**src/sv/sst_pkg.sv**
```systemverilog
package sst_pkg;

   localparam int KEY_W   = 64;
   localparam int SCORE_W = 31;
   localparam int FIELD_W = 7;

   localparam logic CMD_UPDATE = 1'b0;
   localparam logic CMD_DUMP   = 1'b1;

   typedef struct packed {
      logic               cmd;
      logic [KEY_W-1:0]   player_key;
      logic [SCORE_W-1:0] new_score;
   } req_type;

   typedef struct packed {
      logic [KEY_W-1:0]   entry_key;
      logic [SCORE_W-1:0] entry_score;
      logic [FIELD_W-1:0] position;
      logic [FIELD_W-1:0] entry_count;
      logic               removed_old;
      logic               dropped;
      logic               last;
   } rsp_type;

   typedef enum logic [1:0] {
      CELL_HOLD,
      CELL_REMOVE,
      CELL_INSERT,
      CELL_ROTATE
   } cell_op_type;

   typedef struct packed {
      cell_op_type        op;
      logic [SCORE_W-1:0] score;
   } cell_ctrl_type;

   typedef enum logic [1:0] {
      ST_IDLE,
      ST_INSERT,
      ST_DUMP
   } state_type;

endpackage

```
**src/sv/sst_cell.sv**
```systemverilog
module sst_cell #(
   parameter int KEY_BITS = 64
) (
   input  logic                          clock,
   input  logic                          reset,
   input  sst_pkg::cell_ctrl_type        ctrl,
   input  logic [KEY_BITS-1:0]           new_key,
   input  logic                          prv_valid,
   input  logic                          prv_ge,
   input  logic [KEY_BITS-1:0]           prv_key,
   input  logic [sst_pkg::SCORE_W-1:0]   prv_score,
   input  logic                          nxt_valid,
   input  logic [KEY_BITS-1:0]           nxt_key,
   input  logic [sst_pkg::SCORE_W-1:0]   nxt_score,
   input  logic [KEY_BITS-1:0]           head_key,
   input  logic [sst_pkg::SCORE_W-1:0]   head_score,
   input  logic                          match_above,
   output logic                          valid,
   output logic [KEY_BITS-1:0]           key,
   output logic [sst_pkg::SCORE_W-1:0]   score,
   output logic                          match,
   output logic                          ge
);

   logic                        valid_ff, valid_in;
   logic [KEY_BITS-1:0]         key_ff, key_in;
   logic [sst_pkg::SCORE_W-1:0] score_ff, score_in;

   assign match = valid_ff && (key_ff == new_key);
   assign ge    = valid_ff && (score_ff >= ctrl.score);

   always_comb begin
      valid_in = valid_ff;
      key_in   = key_ff;
      score_in = score_ff;
      case (ctrl.op)
         sst_pkg::CELL_REMOVE: begin
            // close the gap left by the first matching entry
            if (match_above || match) begin
               valid_in = nxt_valid;
               key_in   = nxt_key;
               score_in = nxt_score;
            end
         end
         sst_pkg::CELL_INSERT: begin
            if (!ge) begin
               if (prv_ge) begin
                  valid_in = 1'b1;
                  key_in   = new_key;
                  score_in = ctrl.score;
               end else begin
                  valid_in = prv_valid;
                  key_in   = prv_key;
                  score_in = prv_score;
               end
            end
         end
         sst_pkg::CELL_ROTATE: begin
            // advance towards the head; the last used cell takes the head
            if (nxt_valid) begin
               key_in   = nxt_key;
               score_in = nxt_score;
            end else if (valid_ff) begin
               key_in   = head_key;
               score_in = head_score;
            end
         end
         default: begin
         end
      endcase
   end

   always_ff @(posedge clock) begin
      if (reset) begin
         valid_ff <= 1'b0;
      end else begin
         valid_ff <= valid_in;
      end
      key_ff   <= key_in;
      score_ff <= score_in;
   end

   assign valid = valid_ff;
   assign key   = key_ff;
   assign score = score_ff;

endmodule

```
**config.mk**
```make
export PLATFORM = sky130hd
export DESIGN_NAME = sst_cell
export DESIGN_NICKNAME = d
export VERILOG_FILES = /design/src/sv/sst_pkg.sv /design/src/sv/sst_cell.sv
export SDC_FILE = /design/constraint.sdc
export NUM_CORES = 1
export LEC_CHECK = 0
export BUFFER_PORTS_ARGS = -buffer_cell sky130_fd_sc_hd__buf_2
export CORE_AREA = 2 2 189 191
export CTS_BUF_LIST = sky130_fd_sc_hd__clkbuf_8
export CTS_CLUSTER_SIZE = 16
export DETAILED_ROUTE_END_ITERATION = 12
export DIE_AREA = 0 0 191 193
export PLACE_DENSITY = 0.54
export SLEW_MARGIN = 5
export SYNTH_ARGS = -nofsm -noshare
export SYNTH_HDL_FRONTEND = slang
export SYNTH_SLANG_ARGS = --single-unit
export TNS_END_PERCENT = 20
```
**constraint.sdc**
```tcl
create_clock -name clock -period 12.05 [get_ports clock]
set_input_delay 1.205 -clock clock [delete_from_list [all_inputs] [get_ports clock]]
set_output_delay 1.205 -clock clock [all_outputs]
set_load 0.02 [all_outputs]
```
==> impl_metrics.ini, run 1 <==
[status]
status = completed

[synth]
synth_area_leaders = edfxtp_1, mux2i_1, a22o_1
synth_nets = 1209
yosysMostFrequentCell = nand2_1
synth_async_sr_flop_share = 0
synth-edff-count = 95
synth-main-ff-cell = edfxtp_1
synth_area_um2 = 7640
synth.distinct_cells = 58
ys_ff_latch = 96
syn_avg_cell_area_um2 = 9.67
yosysTopAreaCellShare = 0.373
synth_seq_area_share = 0.376
syn_inst = 790
synth_top_cell_by_area = edfxtp_1
yosysWarningCount = 0
ys_top_cells_by_count = nand2_1, a22o_1, edfxtp_1, mux2i_1, o21ai_0

[clock_tree]
post_cts_resized = 0
cts-buffers-inserted = 9
cts_setup_buffers = 0
postCtsHoldBufs = 0
cts.clk_slew.worst_paths_ps = 110
cts_tree = yes
root_buffer = clkbuf_8
clock_sinks = 96
insertion_delay_ps = 390
cts_buffer_depth = 2
htreeDepth = 3

[timing]
fin_crit_ps = 4570
worst_slack_ps = 7480
finalHoldViolCount = 0
timing.final.crit_share = 0.379
clock.fmax_ghz = 0.219
finalSetupTns_ps = 0
setup_viol = 0
slew_headroom = 0.215
slew_viol_final = 0
skew_ps = 24.4
tightest_slew_ps = 1180
rsz0062_at_grt = false

[pwr]
switchingPower_uw = 381
p_comb_frac = 0.348
switching_share = 0.358
power.internal_uw = 683
p_leak_nw = 5.11
ir_worst_vdd_uv = 52.7
power_mw = 1.06
power_density_nw_per_um2 = 99.1
pwr-share-clk = 0.242
sequentialPowerShare = 0.410

[min_path]
hold_path.class = reg2reg

[detailed_routing]
vias = 8056
drt_pass1_iterations = 4
drt.antenna.violating_nets = 0
drtIter0Drc = 380
drc = 0
wl_per_cell_um = 20.6
via_per_inst = 4.72
finalWirelength_mm = 35.1

[critical_path]
worstSetupPathType = in2out
critPathRequiredTime_ps = 10850
rrSetupSlack_ps = 8540
cp.arrival_ps = 3360
path_max_fanout = 2
worst_setup_path_end_kind = output pin
start_kind = input pin

[global_route]
grt-ovfl-total = 0
antenna_found_initial = 2
grt_pass1_wl_mm = 48.4
grt_max_degree = 100
grt_usage = 0.179
grt_pass1_vias = 7817

[floorplanning]
start_util = 0.219
dieArea_um2 = 36900
ios = 486
die_h_um = 193
die_w_um = 191
rows = 69
coreArea_um2 = 35000

[layout]
nets = 1657
final_layout_size_suffix_gt1_frac = 0.418
syn_to_final_growth_pct = 40.4
fin_area_um2 = 10700

[placement]
port_buffers = 485
place_congestion = 0.879
pre_cts_slack_ps = 7510
dp_hpwl_mm = 28.5
placed_area_um2 = 10500

[flow_run]
cap_violations = 0
==> state kept, by name (all words and copies together) (netlist names) <==
name and count:
key 64, score 31, valid 1
==> through the flow <==
stage | hold slack, ps | util | cells
floorplan | 944 | - | 790
global placement | 981 | 0.300 | 1688
detailed placement | 995 | 0.300 | 1688
CTS | 1020 | 0.307 | 1704
global route | 1080 | 0.307 | 1705
finish | 994 | 0.307 | 1705
==> placed cells by master, fill, tap and decap left out, drive strengths merged, types with 5 or more instances in the layout <==
cell type	synthesis	final
nand2	106	106
nor2	9	9
mux2i	95	95
ha	31	31
a21o	6	6
edfxtp	95	95
xnor2	26	26
inv	37	41
a22o	95	95
nand4	14	14
clkbuf	46	9
a21oi	10	10
xor2	32	32
or4	5	5
o21ai	95	95
nor4	13	13
buf	7	490
nor2b	12	12
nand3	8	8
==> cells by family (layout without fill, tap and decap cells) <==
group,count (synthesis),after routing,synth area share
AND/OR/NAND/NOR,194,194,0.130
adder cells (fa/ha/maj),31,31,0.0508
XOR/XNOR,58,58,0.0665
AO/OA/AOI/OAI,224,224,0.203
buffers and inverters,91,544,0.0480
other,0,1,0
flip-flops,96,96,0.376
multiplexers,96,96,0.126
==> final timing paths <==
path	start	end	cells past startpoint
setup / recovery	ctrl[12]	ge	10
hold / removal	valid	valid	3
setup reg to reg	key[16]	key[7]	7
hold reg to reg	valid	valid	3
==> per-layer routing <==
layer  GRT usage  part of all wire  vias to the layer above  routed length, um
met1       0.229              0.44                     3866              15300
li1            -                 -                     3861                  -
met3      0.0271             0.053                       30               1870
met5           0           0.00034                        -                 12
met2       0.314              0.50                      297              17400
met4      0.0441             0.014                        2                503
==> final cells by class <==
| class | count | area (um^2) |
|---|---|---|
| diodes | 1 | 2.50 |
| clock buffers | 9 | 124 |
| clock inverters | 7 | 100 |
| fillers | 3778 | 24200 |
| inverters | 38 | 143 |
| multi-input cells | 603 | 4440 |
| flip-flops and latches | 96 | 2870 |
| well taps | 461 | 577 |
| repair buffers | 490 | 2480 |
==> power groups by stage <==
stage | Combinational [mW] | Clock, mW | Sequential [mW]
finish | 0.371 | 0.257 | 0.436
global route | 0.403 | 0.279 | 0.441
CTS | 0.376 | 0.271 | 0.437
detailed placement | 0.374 | 0 | 0.445
global placement | 0.372 | 0 | 0.444
floorplan | 0.156 | 0 | 0.485
==> critical path, cell delays in order <==
cell	delay [ps]
buf_2	120
inv_1	60
ha_1	290
nand4_1	140
nor3_1	510
o31ai_1	190
o211ai_1	180
a31oi_1	130
nor2_1	270
buf_2	260
Power figures use the tool's default switching activity.
==> inputs of run 2 (changes only) <==
--- a/config.mk
+++ b/config.mk
@@ -11,7 +11,7 @@
 export CTS_CLUSTER_SIZE = 16
 export DETAILED_ROUTE_END_ITERATION = 12
 export DIE_AREA = 0 0 191 193
-export PLACE_DENSITY = 0.54
+export PLACE_DENSITY = 0.56
 export SLEW_MARGIN = 5
 export SYNTH_ARGS = -nofsm -noshare
 export SYNTH_HDL_FRONTEND = slang
==> constraint.sdc (replaced) <==
create_clock -name clock -period 4.1 [get_ports clock]
set_input_delay 0.41 -clock clock [delete_from_list [all_inputs] [get_ports clock]]
set_output_delay 0.41 -clock clock [all_outputs]
set_load 0.02 [all_outputs]
==> run 2 against run 1 <==
Effect of this change: sequential share of layout area is 0.069 points lower; non-clock buffer count is 3 higher; critical path depth is 3 lower; combinational power grew to 3.0 times the previous value; clock-buffer cell count stayed put; final area is 0.26% higher; routed wire length is 3.3% higher; setup slack worse by 6600 ps; sequential power grew to 2.9 times the previous value; critical path type is now reg2out; largest cell class unchanged; total power grew to 2.9 times the previous value; flip-flop and latch count stayed put.
==> impl_metrics.ini, run 2 (synthesis gave the netlist of run 1 again) <==
[critical_path]
critPathRequiredTime_ps = 3690
cp.arrival_ps = 2830
crit_end = match
path_cells = xnor2_1 > nand2_1 > nor4_1 > nand4_1 > or4_1 > nor4_1 > buf_2
worstSetupPathType = reg2out
rr_worst_depth = 9
cp_num_cells = 7
critPathSlowestCell = or4_1
rrSetupSlack_ps = 880
r2r_start = score[16]
worst-path-buf-inv = 1
start_kind = flip-flop
crit_start = key[14]
slowest_delay_ps = 570
cp_top_family = simple AND/OR/NAND/NOR gates
path_max_fanout = 2
timing.rr.end = key[58]
worst_setup_path_end_kind = output pin
cp_common_cell = nor4_1

[detailed_routing]
drc = 0
finalWirelength_mm = 36.3
via_per_inst = 4.77
wl_per_cell_um = 21.2
drtIter0Drc = 473
drt.antenna.violating_nets = 0
vias = 8154
drt_pass1_iterations = 5

[layout]
nFillCells = 3752
fin_area_um2 = 10800
largest_reg_flops = 64
layout_common_cells = buf_2, nand2_1
nets = 1660
multi_input_area_um2 = 4440
syn_to_final_growth_pct = 40.8
postLayoutCoreUtil = 0.308
mostFrequentLayoutCell = buf_2
final_layout_size_suffix_gt1_frac = 0.418
seq_area_um2 = 2870

[pwr]
power_mw = 3.05
p_leak_nw = 5.12
power_density_nw_per_um2 = 284
ir_worst_vdd_uv = 157

[clock_tree]
cts_tree = yes
post_cts_resized = 0
cts-buffers-inserted = 9
insertion_delay_ps = 390
postCtsHoldBufs = 0
root_buffer = clkbuf_8
clock_sinks = 96
cts_buffer_depth = 2
cts.clk_slew.worst_paths_ps = 110
cts_setup_buffers = 0
htreeDepth = 3

[placement]
place_congestion = 0.901
pre_cts_slack_ps = 727
placed_area_um2 = 10600
dp_hpwl_mm = 29.4
port_buffers = 485

[timing]
timing.final.crit_share = 0.789
setup_viol = 0
finalHoldViolCount = 0
clock.fmax_ghz = 0.309
skew_ps = 21.8
fin_crit_ps = 3240
whs_ps = 309
worst_slack_ps = 863
rsz0062_at_grt = false
slew_viol_final = 0
tightest_slew_ps = 957
slew_headroom = 0.362

[floorplanning]
rows = 69
die_h_um = 193
dieArea_um2 = 36900
ios = 486
die_w_um = 191
start_util = 0.219
coreArea_um2 = 35000

[global_route]
antenna_found_initial = 4
grt_max_degree = 95
grt_pass1_wl_mm = 50.2
grt_usage = 0.186
grt-ovfl-total = 0
grt_pass1_vias = 8043

[min_path]
hold_path.class = in2reg

[status]
status = completed

[flow_run]
cap_violations = 0
run 2: cell count changes in the layout (fill, tap and decap cells not counted):
cell	previous run	this run
buf_12	0	3
bufinv_16	2	1
clkinv_1	1	2
clkinv_2	1	0
clkinv_4	0	2
clkinvlp_4	0	1
diode_2	1	2
inv_1	37	38
inv_6	4	0
nor2_1	8	7
nor2_2	0	1
run 2: layout make-up:
type                            instances  area share
Antenna cell                            2    0.000465
Clock buffer                            9      0.0115
Clock inverter                          6     0.00581
Inverter                               38      0.0133
Multi-Input combinational cell        603       0.413
Sequential cell                        96       0.267
Tap cell                              461      0.0536
Timing Repair Buffer                  493       0.236
run 2: per-layer routing:
metal | wire length (um) | global-route usage | vias up
met5 | 27 | 0 | -
met4 | 805 | 0.0537 | 4
met3 | 2390 | 0.0319 | 43
met2 | 17400 | 0.315 | 354
met1 | 15600 | 0.242 | 3891
li1 | - | - | 3862
run 2: worst min-delay path by stage:
| stage | start | depth (start not counted) | slack [ps] | end |
|---|---|---|---|---|
| floorplan | reset | 2 | 560 | valid |
| global placement | nxt_score[4] | 2 | 700 | score[4] |
| detailed placement | nxt_key[58] | 2 | 710 | key[58] |
| CTS | nxt_key[20] | 2 | 280 | key[20] |
| global route | nxt_score[12] | 2 | 290 | score[12] |
| finish | nxt_score[9] | 2 | 310 | score[9] |
run 2: worst reg2reg max path, cell delays in order (launching register included):
cell and delay (ps):
edfxtp_1 420, ha_1 330, and4_1 240, nor3b_1 150
a211o_1 270, a2111o_1 380, a31oi_1 270, nor2_2 110
a32oi_4 270, buf_12 380
run 2: stage by stage:
| step | TNS, ps | instances |
|---|---|---|
| floorplan | -25870 | 790 |
| global placement | 0 | 1691 |
| detailed placement | 0 | 1691 |
| CTS | 0 | 1706 |
| global route | 0 | 1708 |
| finish | 0 | 1708 |
run 2: power by group:
group          switching, mW  internal, mW
clock                  0.382         0.278
combinational          0.660         0.451
sequential            0.0691          1.21
total                   1.11          1.94
==> inputs of run 3 (changes only) <==
==> constraint.sdc (replaced) <==
create_clock -name clock -period 2.95 [get_ports clock]
set_input_delay 0.295 -clock clock [delete_from_list [all_inputs] [get_ports clock]]
set_output_delay 0.295 -clock clock [all_outputs]
set_load 0.02 [all_outputs]
==> run 3 against run 2 <==
Effect of this change: the flow now finishes with violations (setup timing); final area increased by 6.5%; sequential share of layout area decreased by 1.6 points; routed wire length increased by 2.4%; total power increased by 44%; flip-flop and latch count unchanged; sequential power increased by 39%; register-to-register slack got worse by 880 ps; global-route usage increased by 0.61 points; clock power increased by 34%; critical path type unchanged; core utilization increased by 2.0 points.
==> impl_metrics.ini, run 3 (synthesis gave the netlist of run 1 again) <==
[clock_tree]
clock_sinks = 96
cts_tree = yes
htreeDepth = 3
cts.clk_slew.worst_paths_ps = 100
cts_buffer_depth = 2
root_buffer = clkbuf_8
cts-buffers-inserted = 9
insertion_delay_ps = 390
postCtsHoldBufs = 0

[global_route]
antenna_found_initial = 5
grt_pass1_wl_mm = 51.3
grt_pass1_vias = 8280
grt-ovfl-total = 0
grt_usage = 0.192
grt_max_degree = 65

[status]
violations = setup timing
status = finished, violations left

[floorplanning]
dieArea_um2 = 36900
start_util = 0.219
rows = 69
ios = 486
coreArea_um2 = 35000
die_h_um = 193
die_w_um = 191

[detailed_routing]
vias = 8299
wl_per_cell_um = 21.2
drt_pass1_iterations = 4
finalWirelength_mm = 37.1
via_per_inst = 4.73
drc = 0
drt.antenna.violating_nets = 0
drtIter0Drc = 335

[pwr]
ir_worst_vdd_uv = 202
power_density_nw_per_um2 = 383
power_mw = 4.38
p_leak_nw = 5.47

[critical_path]
critPathRequiredTime_ps = 2650
start_kind = flip-flop
worstSetupPathType = reg2out
path_max_fanout = 2
worst_setup_path_end_kind = output pin
rr_worst_depth = 11
cp.arrival_ps = 2670

[flow_run]
cap_violations = 0

[layout]
layout_common_cells = buf_2, nand2_1
nets = 1704
final_layout_size_suffix_gt1_frac = 0.456
mostFrequentLayoutCell = buf_2
syn_to_final_growth_pct = 49.9
largest_reg_flops = 64
postLayoutCoreUtil = 0.328

[min_path]
whs_path_depth = 3
hold_path.class = in2reg

[timing]
fin_crit_ps = 2960
setup_viol = 2
worst_slack_ps = -14.0
slew_headroom = 0.469
finalHoldViolCount = 0
clock.fmax_ghz = 0.337
tightest_slew_ps = 797
rsz0062_at_grt = true
skew_ps = 23.7
timing.final.crit_share = 1.00
slew_viol_final = 0

[placement]
port_buffers = 485
place_congestion = 0.894
dp_hpwl_mm = 30.3
## run 3: cell types whose count changed in the layout (fill, tap and decap cells not counted), moves of 5 or more
cell | previous run | this run
buf_4 | 7 | 41
xnor2_1 | 26 | 19
xnor2_2 | 0 | 7
ha_1 | 31 | 25
ha_4 | 0 | 6
buf_12 | 3 | 8
## run 3: worst paths after layout
path                            startpoint     end  slack [ps]
worst min register to register       valid   valid         940
worst max register to register   score[17]  key[6]           0
worst min-delay path                 reset   valid         190
worst max-delay path             score[14]      ge         -10
## run 3: per-stage QoR
step	hold slack [ps]	area (um^2)	TNS (ps)	cells	setup WS (ps)
5_1_grt	157	11500	-9300	1755	-125
6_report	187	11500	-18.9	1755	-14.0
3_5_place_dp	581	10800	-15090	1720	-170
4_1_cts	148	11300	-1890	1750	-53.2
3_3_place_gp	581	10800	-10810	1720	-122
2_1_floorplan	443	7660	-135120	790	-1420
## run 3: routing by layer
| metal | vias up | part of all wire | global-route usage |
|---|---|---|---|
| li1 | 3963 | - | - |
| met1 | 3953 | 0.42 | 0.240 |
| met2 | 330 | 0.50 | 0.335 |
| met3 | 51 | 0.055 | 0.0299 |
| met4 | 2 | 0.027 | 0.0683 |
| met5 | - | 0.00035 | 0 |
## run 3: where the power goes
part / switching, mW / internal [mW] / total (mW) / leakage, nW
sequential: 0.0984 / 1.68 / 1.78 / 0.946
combinational: 0.960 / 0.760 / 1.72 / 4.43
clock: 0.555 / 0.327 / 0.882 / 0.0903
## run 3: final cells by class
type	count	area [um^2]
inverters	38	143
diodes	4	10.0
clock inverters	7	63.8
multi-input cells	603	4640
flip-flops and latches	96	2870
fillers	3723	23500
well taps	461	577
repair buffers	537	3020
clock buffers	9	124
## run 3: critical path, cell delays in order, from the launching register on
cell and delay (ps):
edfxtp_1 450, ha_4 300, nand4_1 170, buf_4 180
buf_4 120, buf_4 120, buf_4 120, o211ai_1 240
a31oi_1 140, nor2_2 250, buf_4 200
## run 3: what timing repair did
action / 4_1_cts / 5_1_grt
setup buffers: 11 / 0
cloned: 3 / 1
pin swaps: 12 / 8
setup endpoints to repair: 97 / 98
resized for setup: 25 / 13
